File: src/rtl/mrhm_pkg.sv
`timescale 1ns / 1ps
`default_nettype none

// Shared types and constants of the motif region hit matcher.
package mrhm_pkg;

   // Number of window cells, which is the longest motif the window can hold.
   localparam int MAX_MOTIF    = 15;
   // Number of motif symbols the motif register holds.
   localparam int MOTIF_STORED = 15;

   localparam int BASE_W      = 3;
   localparam int REGION_W    = 3;
   localparam int SYM_W       = 2;
   localparam int LEN_W       = 4;
   localparam int MOTIF_W     = 30;
   localparam int HITS_W      = 5;
   localparam int NUM_REGIONS = 5;
   localparam int CSR_IDX_W   = 1;
   localparam int CSR_DATA_W  = 30;
   localparam int TDATA_W     = 8;
   // Width used to compare motif lengths against cell positions.
   localparam int CMP_W       = 6;

   localparam logic [LEN_W-1:0] LEN_RESET = LEN_W'(1);

   typedef enum logic [CSR_IDX_W-1:0] {
      CSR_MOTIF_BASES  = 1'b0,
      CSR_MOTIF_LENGTH = 1'b1
   } csr_index_type;

   // Data handed from one window cell to the next.
   typedef struct packed {
      logic [BASE_W-1:0] base;
      logic              valid;
   } cell_link_type;

   // Shift and clear controls of a cell.
   typedef struct packed {
      logic shift;
      logic clear;
   } cell_ctrl_type;

endpackage

`default_nettype wire

File: src/rtl/mrhm_cell.sv
`timescale 1ns / 1ps
`default_nettype none

// One window position: holds one base and its valid bit, passes them on at
// each shift, and ANDs its own compare into the match chain.
module mrhm_cell (
   input  wire logic                       clock,
   input  wire logic                       reset,
   input  wire mrhm_pkg::cell_ctrl_type    ctrl,
   input  wire mrhm_pkg::cell_link_type    link_in,
   output      mrhm_pkg::cell_link_type    link_out,
   input  wire logic [mrhm_pkg::SYM_W-1:0] motif_sym,
   input  wire logic                       enable,
   input  wire logic                       match_in,
   output      logic                       match_out
);

   logic [mrhm_pkg::BASE_W-1:0] base_ff;
   logic [mrhm_pkg::BASE_W-1:0] base_in;
   logic                        valid_ff;
   logic                        valid_in;
   logic                        hit_local;

   always_comb begin
      if (ctrl.shift) begin
         valid_in = link_in.valid & ~ctrl.clear;
         base_in  = link_in.base;
      end else begin
         valid_in = valid_ff;
         base_in  = base_ff;
      end
   end

   always_ff @(posedge clock) begin
      if (reset) begin
         valid_ff <= 1'b0;
      end else begin
         valid_ff <= valid_in;
      end
   end

   always_ff @(posedge clock) begin
      base_ff <= base_in;
   end

   // The DNA base must be the complement of the motif symbol; codes with
   // the top bit set are not A, C, G or T and never match.
   assign hit_local = valid_ff && !base_ff[mrhm_pkg::BASE_W-1]
                      && (base_ff[mrhm_pkg::SYM_W-1:0] == ~motif_sym);

   assign match_out     = match_in & (~enable | hit_local);
   assign link_out.base  = base_ff;
   assign link_out.valid = valid_ff;

endmodule

`default_nettype wire

File: src/rtl/motif_region_hit_matcher_core.sv
`timescale 1ns / 1ps
`default_nettype none

// Motif region hit matcher.
// DNA bases enter on the req_ stream, one per transfer: tdata carries the base
// code and the region tag, tuser marks the first base of a region (which
// empties the base window first) and tlast marks the last base of an exon.
// For every tlast transfer one result leaves on the rsp_ stream: the 5-bit
// map of regions whose reverse-complemented form contains the motif.
// The motif and its length are set through the csr_ write channel, which
// is always ready; write it only while no item is in flight.
// Throughput is one base per cycle while req_tready is high. A base
// shifts into a chain of window cells at the edge it is accepted, and
// its region tag and tlast enter the compare stage; when it drains, the
// cells' compares fold into the hit map; a tlast loads the result register.
// Reset empties the window, clears the hit map and restores the motif
// registers to zero bases and length one.
// If the receiver stalls, one more tlast item may wait in the compare
// stage behind the result register; after that req_tready drops until the
// result is taken. Items without tlast keep flowing during a stall.
module motif_region_hit_matcher_core (
   input  wire logic                            clock,
   input  wire logic                            reset,
   // Input stream.
   input  wire logic                            req_tvalid,
   output      logic                            req_tready,
   // [2:0] base, [5:3] region, [7:6] zero
   input  wire logic [mrhm_pkg::TDATA_W-1:0]    req_tdata,
   // [0] first_of_region
   input  wire logic                            req_tuser,
   input  wire logic                            req_tlast,
   // Result stream.
   output      logic                            rsp_tvalid,
   input  wire logic                            rsp_tready,
   // [4:0] region_hits, [7:5] zero
   output      logic [mrhm_pkg::TDATA_W-1:0]    rsp_tdata,
   // Configuration writes.
   input  wire logic                            csr_valid,
   output      logic                            csr_ready,
   input  wire logic [mrhm_pkg::CSR_IDX_W-1:0]  csr_index,
   input  wire logic [mrhm_pkg::CSR_DATA_W-1:0] csr_data
);

   localparam int N = mrhm_pkg::MAX_MOTIF;

   // Configuration registers.
   logic [mrhm_pkg::MOTIF_W-1:0] motif_bases_ff;
   logic [mrhm_pkg::MOTIF_W-1:0] motif_bases_in;
   logic [mrhm_pkg::LEN_W-1:0]   motif_length_ff;
   logic [mrhm_pkg::LEN_W-1:0]   motif_length_in;
   logic [mrhm_pkg::CMP_W-1:0]   eff_len;

   // Compare stage and result register.
   logic                          s1_vld_ff;
   logic                          s1_vld_in;
   logic [mrhm_pkg::REGION_W-1:0] s1_region_ff;
   logic [mrhm_pkg::REGION_W-1:0] s1_region_in;
   logic                          s1_last_ff;
   logic                          s1_last_in;
   logic [mrhm_pkg::HITS_W-1:0]   hit_map_ff;
   logic [mrhm_pkg::HITS_W-1:0]   hit_map_in;
   logic [mrhm_pkg::HITS_W-1:0]   hit_set;
   logic [mrhm_pkg::HITS_W-1:0]   hit_next;
   logic                          rsp_tvalid_ff;
   logic                          rsp_tvalid_in;
   logic [mrhm_pkg::HITS_W-1:0]   rsp_hits_ff;
   logic [mrhm_pkg::HITS_W-1:0]   rsp_hits_in;

   logic out_free;
   logic s1_go;
   logic accept;
   logic window_hit;

   // Window chain.
   mrhm_pkg::cell_link_type link [N+1];
   mrhm_pkg::cell_ctrl_type ctrl [N];
   logic                    match [N+1];
   logic [N-1:0]            valid_vec;

   // Configuration port.
   assign csr_ready = 1'b1;

   always_comb begin
      motif_bases_in  = motif_bases_ff;
      motif_length_in = motif_length_ff;
      if (csr_valid && csr_ready) begin
         case (mrhm_pkg::csr_index_type'(csr_index))
            mrhm_pkg::CSR_MOTIF_BASES:  motif_bases_in  = csr_data[mrhm_pkg::MOTIF_W-1:0];
            mrhm_pkg::CSR_MOTIF_LENGTH: motif_length_in = csr_data[mrhm_pkg::LEN_W-1:0];
            default: ;
         endcase
      end
   end

   always_ff @(posedge clock) begin
      if (reset) begin
         motif_bases_ff  <= '0;
         motif_length_ff <= mrhm_pkg::LEN_RESET;
      end else begin
         motif_bases_ff  <= motif_bases_in;
         motif_length_ff <= motif_length_in;
      end
   end

   // A length of zero acts as one, and a length beyond the window as the
   // full window.
   always_comb begin
      eff_len = mrhm_pkg::CMP_W'(motif_length_ff);
      if (eff_len == '0) begin
         eff_len = mrhm_pkg::CMP_W'(1);
      end
      if (eff_len > mrhm_pkg::CMP_W'(N)) begin
         eff_len = mrhm_pkg::CMP_W'(N);
      end
   end

   // Handshake. The compare stage drains unless it holds an exon end that
   // the result register cannot take yet.
   assign out_free   = !rsp_tvalid_ff || rsp_tready;
   assign s1_go      = s1_vld_ff && (!s1_last_ff || out_free);
   assign req_tready = !s1_vld_ff || s1_go;
   assign accept     = req_tvalid && req_tready;

   // The newest base enters cell zero as valid; cell zero is never cleared,
   // so a region's first base is kept while the older cells are emptied.
   assign link[0].base  = req_tdata[mrhm_pkg::BASE_W-1:0];
   assign link[0].valid = 1'b1;
   assign match[0]      = 1'b1;

   for (genvar i = 0; i < N; i++) begin : g_cell
      logic [mrhm_pkg::SYM_W-1:0] motif_sym;
      logic                       enable;

      if (i < mrhm_pkg::MOTIF_STORED) begin : g_stored
         assign motif_sym = motif_bases_ff[mrhm_pkg::SYM_W*i +: mrhm_pkg::SYM_W];
      end else begin : g_beyond
         assign motif_sym = '0;
      end

      assign enable        = mrhm_pkg::CMP_W'(i) < eff_len;
      assign ctrl[i].shift = accept;
      assign ctrl[i].clear = (i == 0) ? 1'b0 : req_tuser;
      assign valid_vec[i]  = link[i+1].valid;

      mrhm_cell u_cell (
         .clock     (clock),
         .reset     (reset),
         .ctrl      (ctrl[i]),
         .link_in   (link[i]),
         .link_out  (link[i+1]),
         .motif_sym (motif_sym),
         .enable    (enable),
         .match_in  (match[i]),
         .match_out (match[i+1])
      );
   end

   // The chain end is high when every cell within the motif length holds the
   // complement of its motif symbol; a cell still empty fails the compare.
   assign window_hit = match[N];

   always_comb begin
      hit_set = '0;
      for (int r = 0; r < mrhm_pkg::NUM_REGIONS; r++) begin
         if (s1_region_ff == mrhm_pkg::REGION_W'(r)) begin
            hit_set[r] = window_hit;
         end
      end
      hit_next = hit_map_ff | hit_set;
   end

   always_comb begin
      s1_vld_in    = s1_vld_ff;
      s1_region_in = s1_region_ff;
      s1_last_in   = s1_last_ff;
      if (accept) begin
         s1_vld_in    = 1'b1;
         s1_region_in = req_tdata[mrhm_pkg::BASE_W +: mrhm_pkg::REGION_W];
         s1_last_in   = req_tlast;
      end else if (s1_go) begin
         s1_vld_in = 1'b0;
      end
   end

   // The map includes the hit of the exon's last base and is cleared when it is
   // loaded into the result register.
   always_comb begin
      hit_map_in    = hit_map_ff;
      rsp_hits_in   = rsp_hits_ff;
      rsp_tvalid_in = rsp_tvalid_ff && !rsp_tready;
      if (s1_go) begin
         if (s1_last_ff) begin
            hit_map_in    = '0;
            rsp_hits_in   = hit_next;
            rsp_tvalid_in = 1'b1;
         end else begin
            hit_map_in = hit_next;
         end
      end
   end

   always_ff @(posedge clock) begin
      if (reset) begin
         s1_vld_ff     <= 1'b0;
         hit_map_ff    <= '0;
         rsp_tvalid_ff <= 1'b0;
      end else begin
         s1_vld_ff     <= s1_vld_in;
         hit_map_ff    <= hit_map_in;
         rsp_tvalid_ff <= rsp_tvalid_in;
      end
   end

   always_ff @(posedge clock) begin
      s1_region_ff <= s1_region_in;
      s1_last_ff   <= s1_last_in;
      rsp_hits_ff  <= rsp_hits_in;
   end

   assign rsp_tvalid = rsp_tvalid_ff;
   assign rsp_tdata  = {(mrhm_pkg::TDATA_W - mrhm_pkg::HITS_W)'(0), rsp_hits_ff};

   // A result appears only after an exon end left the compare stage.
   a_rsp_source: assert property (@(posedge clock) disable iff (reset)
      $rose(rsp_tvalid_ff) |-> $past(s1_go && s1_last_ff))
      else $error("result raised without an exon end");

   // The hit map starts empty after every exon end.
   a_map_cleared: assert property (@(posedge clock) disable iff (reset)
      (s1_go && s1_last_ff) |=> (hit_map_ff == '0))
      else $error("hit map not cleared after emit");

   // Valid cells always form a contiguous run from the newest entry.
   a_valid_run: assert property (@(posedge clock) disable iff (reset)
      ((valid_vec & (valid_vec + N'(1))) == '0))
      else $error("window valid bits not contiguous");

   // A held exon end behind a stalled result blocks new input.
   a_stall_blocks: assert property (@(posedge clock) disable iff (reset)
      (s1_vld_ff && s1_last_ff && rsp_tvalid_ff && !rsp_tready) |-> !req_tready)
      else $error("input taken while exon end is blocked");

endmodule

`default_nettype wire
File: config.mk
export PLATFORM = sky130hd
export DESIGN_NAME = motif_region_hit_matcher_core
export DESIGN_NICKNAME = d
export VERILOG_FILES = /design/src/rtl/mrhm_pkg.sv /design/src/rtl/mrhm_cell.sv /design/src/rtl/motif_region_hit_matcher_core.sv
export SDC_FILE = /design/constraint.sdc
export NUM_CORES = 1
export LEC_CHECK = 0
export BUFFER_PORTS_ARGS = -buffer_cell sky130_fd_sc_hd__buf_2
export CAP_MARGIN = 20
export CELL_PAD_IN_SITES_DETAIL_PLACEMENT = 0
export CELL_PAD_IN_SITES_GLOBAL_PLACEMENT = 1
export CORE_MARGIN = 3
export CORE_UTILIZATION = 49
export CTS_CLUSTER_SIZE = 14
export DETAILED_ROUTE_END_ITERATION = 10
export PLACE_DENSITY = 0.94
export REMOVE_ABC_BUFFERS = 1
export SYNTH_ARGS = -nofsm -noshare
export SYNTH_HDL_FRONTEND = slang
export SYNTH_SLANG_ARGS = --single-unit
export TNS_END_PERCENT = 100
File: constraint.sdc
create_clock -name clock -period 5.8 [get_ports clock]
set_input_delay 1.16 -clock clock [delete_from_list [all_inputs] [get_ports clock]]
set_output_delay 1.16 -clock clock [all_outputs]
set_load 0.01 [all_outputs]
; ---- Word level (Yosys, flattened, before mapping)
; Cells that the tools add are included.
[classes]
magnitude_cmp = 16
eq_ne = 19
mux = 12
bitwise = 76
reduce_logical = 61
[op_table]
columns = operator, n
row1 = 4-bit by 6-bit < comparator with 1-bit output (first input constant), 7
row2 = 1-bit logical AND, 33
row3 = 2-bit equality test, 15
row4 = 2-bit NOT, 15
row5 = 1-bit bitwise AND, 28
row6 = 3-bit by 6-bit < comparator with 1-bit output (first input constant), 4
row7 = 1-bit logical NOT, 19
row8 = 1-bit NOT, 17
row9 = 1-bit bitwise OR, 15
row10 = 1-bit by 6-bit < comparator with 1-bit output (first input constant), 2
row11 = 2-bit by 6-bit < comparator with 1-bit output (first input constant), 2
row12 = 1-bit two-way mux, 9
row13 = 3-bit by 2-bit equality test with 1-bit output (second input constant), 2
row14 = 6-bit by 4-bit > comparator with 1-bit output (second input constant), 1
row15 = 6-bit two-way mux, 1
row16 = 2-bit AND reduction, 3
row17 = 5-bit two-way mux, 1
row18 = 5-bit bitwise OR, 1
row19 = 4-bit logical NOT, 1
row20 = 4-bit two-way mux, 1
row21 = 3-bit by 1-bit equality test with 1-bit output (second input constant), 1
row22 = 3-bit equality test (second input constant), 1
row23 = 3-bit logical NOT, 1
row24 = 1-bit logical OR, 3
row25 = 2-bit nonzero test, 1
[word_totals]
regBits = 110
input_bits = 46
output_inout_bits = 11
wordCells = 222

; ---- Longest topological paths before layout
; Gate-level depths: netlist of the first run.
[logic_depth]
ltp_word = 24
ltp_mapped = 7
ltp_nobuf = 6

; ---- By module
; A second synthesis of the first run with hierarchy kept.
[unflattened]
cells_unflattened = 425
area_unflattened_um2 = 4658.2
[by_module_without_submodules]
columns = module, instances, cells_each, area_per_inst_um2, seq_area_each_um2
row1 = mrhm_cell, 15, 13, 180.2, 110.1
row2 = motif_region_hit_matcher_core, 1, 230, 1955.6, 1091.0

; ---- Worst setup path before layout of the first run
; Ideal clock, no wire load.
[synth_path]
path_kind = input port to flip-flop
startpoint = input rsp_tready
endpoint = register g_cell[0].u_cell.base_ff[0] (netlist name), enable pin
setup_ns = 0.403
arrival_time_ns = 2.640
required_time_ns = 5.397
slack_ns = 2.757
cell_stages = 5
n_path_buf = 1
cell_sequence = nor2b_1 > nand3_1 > nand2_1 > clkbuf_1 > inv_1
[synth_between]
elab_chain_len = 5
[synth_lines]
columns = item, line
row1 = from (decl), motif_region_hit_matcher_core.sv:34  ; input wire logic rsp_tready,
row2 = 1-bit logical OR, motif_region_hit_matcher_core.sv:119  ; assign out_free = !rsp_tvalid_ff || rsp_tready;
row3 = 1-bit logical OR, motif_region_hit_matcher_core.sv:120  ; assign s1_go = s1_vld_ff && (!s1_last_ff || out_free);
row4 = 1-bit logical AND, motif_region_hit_matcher_core.sv:120
row5 = 1-bit logical OR, motif_region_hit_matcher_core.sv:121  ; assign req_tready = !s1_vld_ff || s1_go;
row6 = named net req_tready, motif_region_hit_matcher_core.sv:26  ; output logic req_tready,
row7 = 1-bit logical AND, motif_region_hit_matcher_core.sv:122  ; assign accept = req_tvalid && req_tready;
row8 = named net accept, motif_region_hit_matcher_core.sv:71  ; logic accept;
row9 = to (signal assigned), mrhm_cell.sv:43  ; base_ff <= base_in;
row10 = to (decl), mrhm_cell.sv:18  ; logic [mrhm_pkg::BASE_W-1:0] base_ff;
; The timed path passes the listed nets, and every way through them passes these cells.
; A chain may end at the register's enable or synchronous reset.

; ---- Final worst setup path of the first run
[layout_path]
startpoint = input rsp_tready
endpoint = register g_cell[8].u_cell.base_ff[0] (netlist name), enable pin
[layout_between]
elab_chain_len = 5
[layout_lines]
columns = item, line
row1 = 1-bit logical OR, motif_region_hit_matcher_core.sv:119
row2 = 1-bit logical OR, motif_region_hit_matcher_core.sv:120
row3 = 1-bit logical AND, motif_region_hit_matcher_core.sv:120
row4 = 1-bit logical OR, motif_region_hit_matcher_core.sv:121
row5 = 1-bit logical AND, motif_region_hit_matcher_core.sv:122
row6 = named net accept, motif_region_hit_matcher_core.sv:71
row7 = to (signal assigned), mrhm_cell.sv:43
row8 = to (decl), mrhm_cell.sv:18
; The timed path passes the listed nets, and every way through them passes these cells.

==> results of run 1 <==
## cells in the final DEF (no fill, tap or decap), drive strengths merged, types with 2 or more instances in the layout
master,count
dfxtp,56
clkinvlp,2
o31ai,6
a21o,2
inv,7
a31o,3
nand2b,4
buf,54
nand3,7
a41o,3
nand2,76
and3,2
a21oi,52
nor3b,15
nor2b,6
nor3,3
clkbuf,10
o21ai,4
a211o,2
nand4b,10
xnor2,4
clkinv,2
edfxtp,54
conb,4
xor2,26
nor2,19
## routing by layer
| layer | up-vias | wire length (um) | part of all wire [%] |
|---|---|---|---|
| li1 | 1467 | - | - |
| met1 | 1402 | 3610 | 44 |
| met2 | 63 | 4120 | 50 |
| met3 | 6 | 430 | 5.2 |
| met4 | 0 | 64 | 0.78 |
| met5 | - | 0 | 0 |
## sequential cells by signal, indices dropped and copies added (netlist names)
| signal | flops |
|---|---|
| g_cell.u_cell.base_ff | 45 |
| motif_bases_ff | 30 |
| g_cell.u_cell.valid_ff | 15 |
| hit_map_ff | 5 |
| rsp_hits_ff | 5 |
| motif_length_ff | 4 |
| s1_region_ff | 3 |
| rsp_tvalid | 1 |
| s1_last_ff | 1 |
| s1_vld_ff | 1 |
## worst reg2reg max path, cell delays in order, from the launching register on
cell	delay, ns
dfxtp_1	0.33
nor2b_1	0.20
nand3_1	0.14
nand2_1	0.68
clkinv_1	0.47
buf_4	0.38
## path summary, 6_finish.rpt
kind / from / endpoint / slack (ns) / cells past startpoint
max: rsp_tready / g_cell[8].u_cell.base_ff[0]$_DFFE_PP_ / 2.79 / 6
min: g_cell[3].u_cell.base_ff[2]$_DFFE_PP_ / g_cell[4].u_cell.base_ff[2]$_DFFE_PP_ / 0.45 / 0
max reg2reg: rsp_tvalid$_SDFF_PP0_ / g_cell[8].u_cell.base_ff[0]$_DFFE_PP_ / 3.32 / 5
min reg2reg: g_cell[3].u_cell.base_ff[2]$_DFFE_PP_ / g_cell[4].u_cell.base_ff[2]$_DFFE_PP_ / 0.45 / 0
## power by group
group / total [mW] / internal [mW] / switching [mW]
clock network: 0.435 / 0.175 / 0.260
registers: 0.873 / 0.849 / 0.0234
logic: 0.0926 / 0.0373 / 0.0553
total: 1.40 / 1.06 / 0.339
## cell families after synthesis
group	Yosys count	synth area share [%]
AO/OA/AOI/OAI	79	11.3
other	2	0.172
buffers and inverters	27	3.06
XOR/XNOR	30	6.00
AND/OR/NAND/NOR	147	16.8
flip-flops	110	62.6
## final cells by class
class | count | area share (%)
clock inverters | 6 | 1.05
inverters | 5 | 0.385
flip-flops and latches | 110 | 56.2
multi-input cells | 260 | 31.0
clock buffers | 10 | 2.82
repair buffers | 54 | 5.90
well taps | 105 | 2.69
==> results.yml, run 1 <==
timing:
  post-route-period-util_pct: 51.9
  clock_skew_ns: 0.0124
  timing.final.crit_period_ns: 3.01
  relSlewSlack_pct: 34.5
  setup_viol: 0
  whs_ns: 0.449
  drv_slew: 0
  finalHoldViolCount: 0
  tightest_slew_ns: 0.983
  fin_setup_tns_ns: 0
  clock.fmax_ghz: 0.332
  timing.final.ws_setup_ns: 2.79
  rsz0062_at_grt: "false"
synthesis:
  postSynthCellCount: 395
  synth_cell_type_count: 40
  async_flop_share_pct: 0
  yosysTopAreaCell: "edfxtp_1"
  syn_avg_cell_area_um2: 11.1
  synth_top_area_share_pct: 37.0
  ys_warn_count: 0
  synth_ff_type: "dfxtp_1"
  synth_edf_count: 54
  synth_most_common_cell: "nand2_1"
  synth_common_cells: "76 x nand2_1, 56 x dfxtp_1, 54 x edfxtp_1, 52 x a21oi_1, 26 x xor2_1"
  synth.area.top_cells: "edfxtp_1 37%, dfxtp_1 26%, nand2_1 6.5%"
  ys_seq_area_share_pct: 62.6
  syn_area_mm2: 0.00438
  ys_ff_latch: 110
route:
  postRouteAntennaNets: 0
  routed_wl_mm: 8.23
  drtPass1Iterations: 4
  wl_per_cell_um: 15.0
  vias: 2938
  first_iter_violations: 121
  drt_drc_violations_left: 0
  via_per_inst: 5.34
clocking:
  cts_htree_levels: 3
  clk_pin_slew_ns: 0.10
  cts_made_buffers: 9
  cts_resized: 0
  clockBufferDepth: 2
  ctsRootBufferMaster: "clkbuf_8"
  cts_setup_buffers: 0
  holdBufCountCts: 0
  cts_tree: "done"
  clock_latency_ns: 0.37
  cts_sinks: 110
floorplan:
  dieHeight_um: 101
  core_mm2: 0.00846
  die_w_um: 101
  ios: 57
  dieArea_mm2: 0.0101
  rows: 33
  initial_core_util_pct: 51.7
pwr:
  p_per_area_mw_per_mm2: 287
  vdd_drop_max_mv: 0.150
  p_total_mw: 1.40
  power.leakage_nw: 1.83
final_layout:
  areaGrowthSynthToFinish_pct: 11.5
  fin_nets: 486
  seq_area_mm2: 0.00274
  fillers: 702
  utilization_pct: 57.7
  drive_above_1_share_pct: 18.2
  diodes: 0
  multi_input_comb_area_mm2: 0.00151
  final_cell_area_mm2: 0.00488
  finalNonFillerCells: 550
placed_design:
  io_buffers: 50
  place_inst: 533
  globalplace.congestion: 0.770
  post-dp-hpwl_mm: 5.69
  placed_cell_area_mm2: 0.00468
  place_worst_setup_slack_ns: 2.36
worst_setup_path:
  cp_slowest_cell: "nand2_1"
  critPathLaunchType: "input port"
  crit_buf_inv: 3
  worstPathRequired_ns: 5.89
  worstSetupPathType: "input port to register"
  slowest_delay_ns: 0.68
  critPathTopFamily: "simple AND/OR/NAND/NOR gates"
  path_cells: "buf_2 > nor2b_1 > nand3_1 > nand2_1 > clkinv_1 > buf_4"
  worst-path-max-fanout: 30
  cp.arrival_ns: 3.10
  crit_path_end_kind: "register"
global_routing:
  grt_most_used_layer: "met2"
  grt_overflow: 0
  globalRouteMet2Util_pct: 29.0
  grt_pass1_vias: 2890
  grt_antenna_before_repair: 0
  grt_use_met1_pct: 21.5
  gr-usage-met3_pct: 5.33
  grt_max_degree: 54
  grt_pass1_wl_mm: 13.5
  grtUsageTotal_pct: 17.0
run_status:
  run_status: "finished clean"
job:
  cap_violations: 0
min_path:
  min_path_type: "register to register"
No activity file was read; power rests on OpenSTA's default activity.
==> inputs of run 2 (changes only) <==
CORE_UTILIZATION = 45   (was 49)
PLACE_DENSITY = 0.88   (was 0.94)
clock period = 2.9 ns   (was 5.8 ns; I/O delays follow)
==> results.yml, run 2 (same netlist as run 1, synthesis figures left out) <==
pwr:
  p_total_mw: 2.91
  p_per_area_mw_per_mm2: 587
  vdd_drop_max_mv: 0.305
  power.leakage_nw: 1.86
timing:
  timing.final.crit_period_ns: 2.13
  relSlewSlack_pct: 61.0
  clock_skew_ns: 0.00831
  timing.final.ws_setup_ns: 0.767
  whs_ns: 0.390
  clock.fmax_ghz: 0.469
  drv_slew: 0
  post-route-period-util_pct: 73.6
  finalHoldViolCount: 0
  tightest_slew_ns: 0.581
  setup_viol: 0
  rsz0062_at_grt: "false"
  fin_setup_tns_ns: 0
worst_setup_path:
  path_cells: "nor4b_2 > a31oi_1 > or4_1 > o22a_1 > and2b_2 > a41o_1"
  setup.worst_path.start: "motif_length_ff[2]$_SDFFE_PP0P_"
  worst-path-max-fanout: 8
  worstSetupPathType: "register to register"
  worstPathRequired_ns: 3.13
  crit_path_end_kind: "register"
  cp_slowest_cell: "dfxtp_1"
  slowest_delay_ns: 0.52
  cp.arrival_ns: 2.37
  critPathTopFamily: "simple AND/OR/NAND/NOR gates"
  critPathLaunchType: "register"
  regToRegStartpoint: "motif_length_ff[2]$_SDFFE_PP0P_"
  crit_buf_inv: 0
clocking:
  cts_sinks: 110
  cts_resized: 0
  cts_setup_buffers: 0
  clk_pin_slew_ns: 0.10
  cts_htree_levels: 3
  clock_latency_ns: 0.36
  cts_tree: "done"
  holdBufCountCts: 0
  clockBufferDepth: 2
  cts_made_buffers: 9
  ctsRootBufferMaster: "clkbuf_8"
placed_design:
  globalplace.congestion: 0.842
  post-dp-hpwl_mm: 5.81
  place_worst_setup_slack_ns: 0.609
  io_buffers: 50
route:
  drt_drc_violations_left: 0
  wl_per_cell_um: 14.4
  postRouteAntennaNets: 0
  drtPass1Iterations: 4
  first_iter_violations: 142
  routed_wl_mm: 8.30
  via_per_inst: 5.13
  vias: 2957
min_path:
  worst_hold_startpoint: "req_tdata[4]"
  min_path_type: "input port to register"
job:
  cap_violations: 0
final_layout:
  largest_reg_flops: 45
  top_register: "g_cell.u_cell.base_ff"
  final_cell_mix: "76 x nand2_1, 56 x dfxtp_1, 54 x edfxtp_1, 52 x a21oi_1, 50 x buf_2"
  utilization_pct: 53.1
  fillers: 860
  mostFrequentLayoutCell: "nand2_1"
  diodes: 0
  fin_nets: 488
  reg_top3: "g_cell.u_cell.base_ff x45, motif_bases_ff x30, g_cell.u_cell.valid_ff x15"
  areaGrowthSynthToFinish_pct: 13.2
  drive_above_1_share_pct: 18.1
global_routing:
  grt_antenna_before_repair: 0
  grt_pass1_vias: 2874
  grt_pass1_wl_mm: 13.6
  grt_max_degree: 37
  grt_overflow: 0
  grtUsageTotal_pct: 15.5
floorplan:
  initial_core_util_pct: 46.9
  ios: 57
  die_w_um: 105
  dieArea_mm2: 0.0109
  core_mm2: 0.00933
  dieHeight_um: 105
  rows: 35
run_status:
  run_status: "finished clean"
## run 2: layout make-up
cell class                 count  area (um^2)  area share [%]
clock buffer                  10          128            2.58
clock inverter                 6         85.1            1.72
inverter                       5         18.8           0.379
multi-input combinational    260         1510            30.5
sequential                   110         2740            55.4
tap                          129          161            3.26
timing repair buffer          56          308            6.21
## run 2: stage by stage
stage,cells,area [um^2]
after floorplan,375,4270
after global placement,560,4740
after detailed placement,560,4740
after CTS,576,4950
after global routing,576,4950
final,576,4950
## run 2: metal layers
layer / share of wire [%] / track usage [%] / vias up
met5: 0 / 0 / -
li1: - / - / 1473
met2: 49 / 25.7 / 75
met3: 5.1 / 4.57 / 8
met4: 1.0 / 4.40 / 0
met1: 45 / 19.7 / 1401
## run 2: worst paths after layout
check	end	slack, ns	cells after the start
max	rsp_hits_ff[4]$_DFFE_PP_	0.77	6
min reg2reg	g_cell[3].u_cell.base_ff[2]$_DFFE_PP_	0.45	0
min	s1_region_ff[1]$_DFFE_PP_	0.39	1
max reg2reg	rsp_hits_ff[4]$_DFFE_PP_	0.77	6
## run 2: power by group
part	internal, mW	total, mW	switching (mW)
Sequential	1.70	1.75	0.0472
Clock	0.488	0.975	0.487
Combinational	0.0771	0.189	0.112
Total	2.26	2.91	0.647
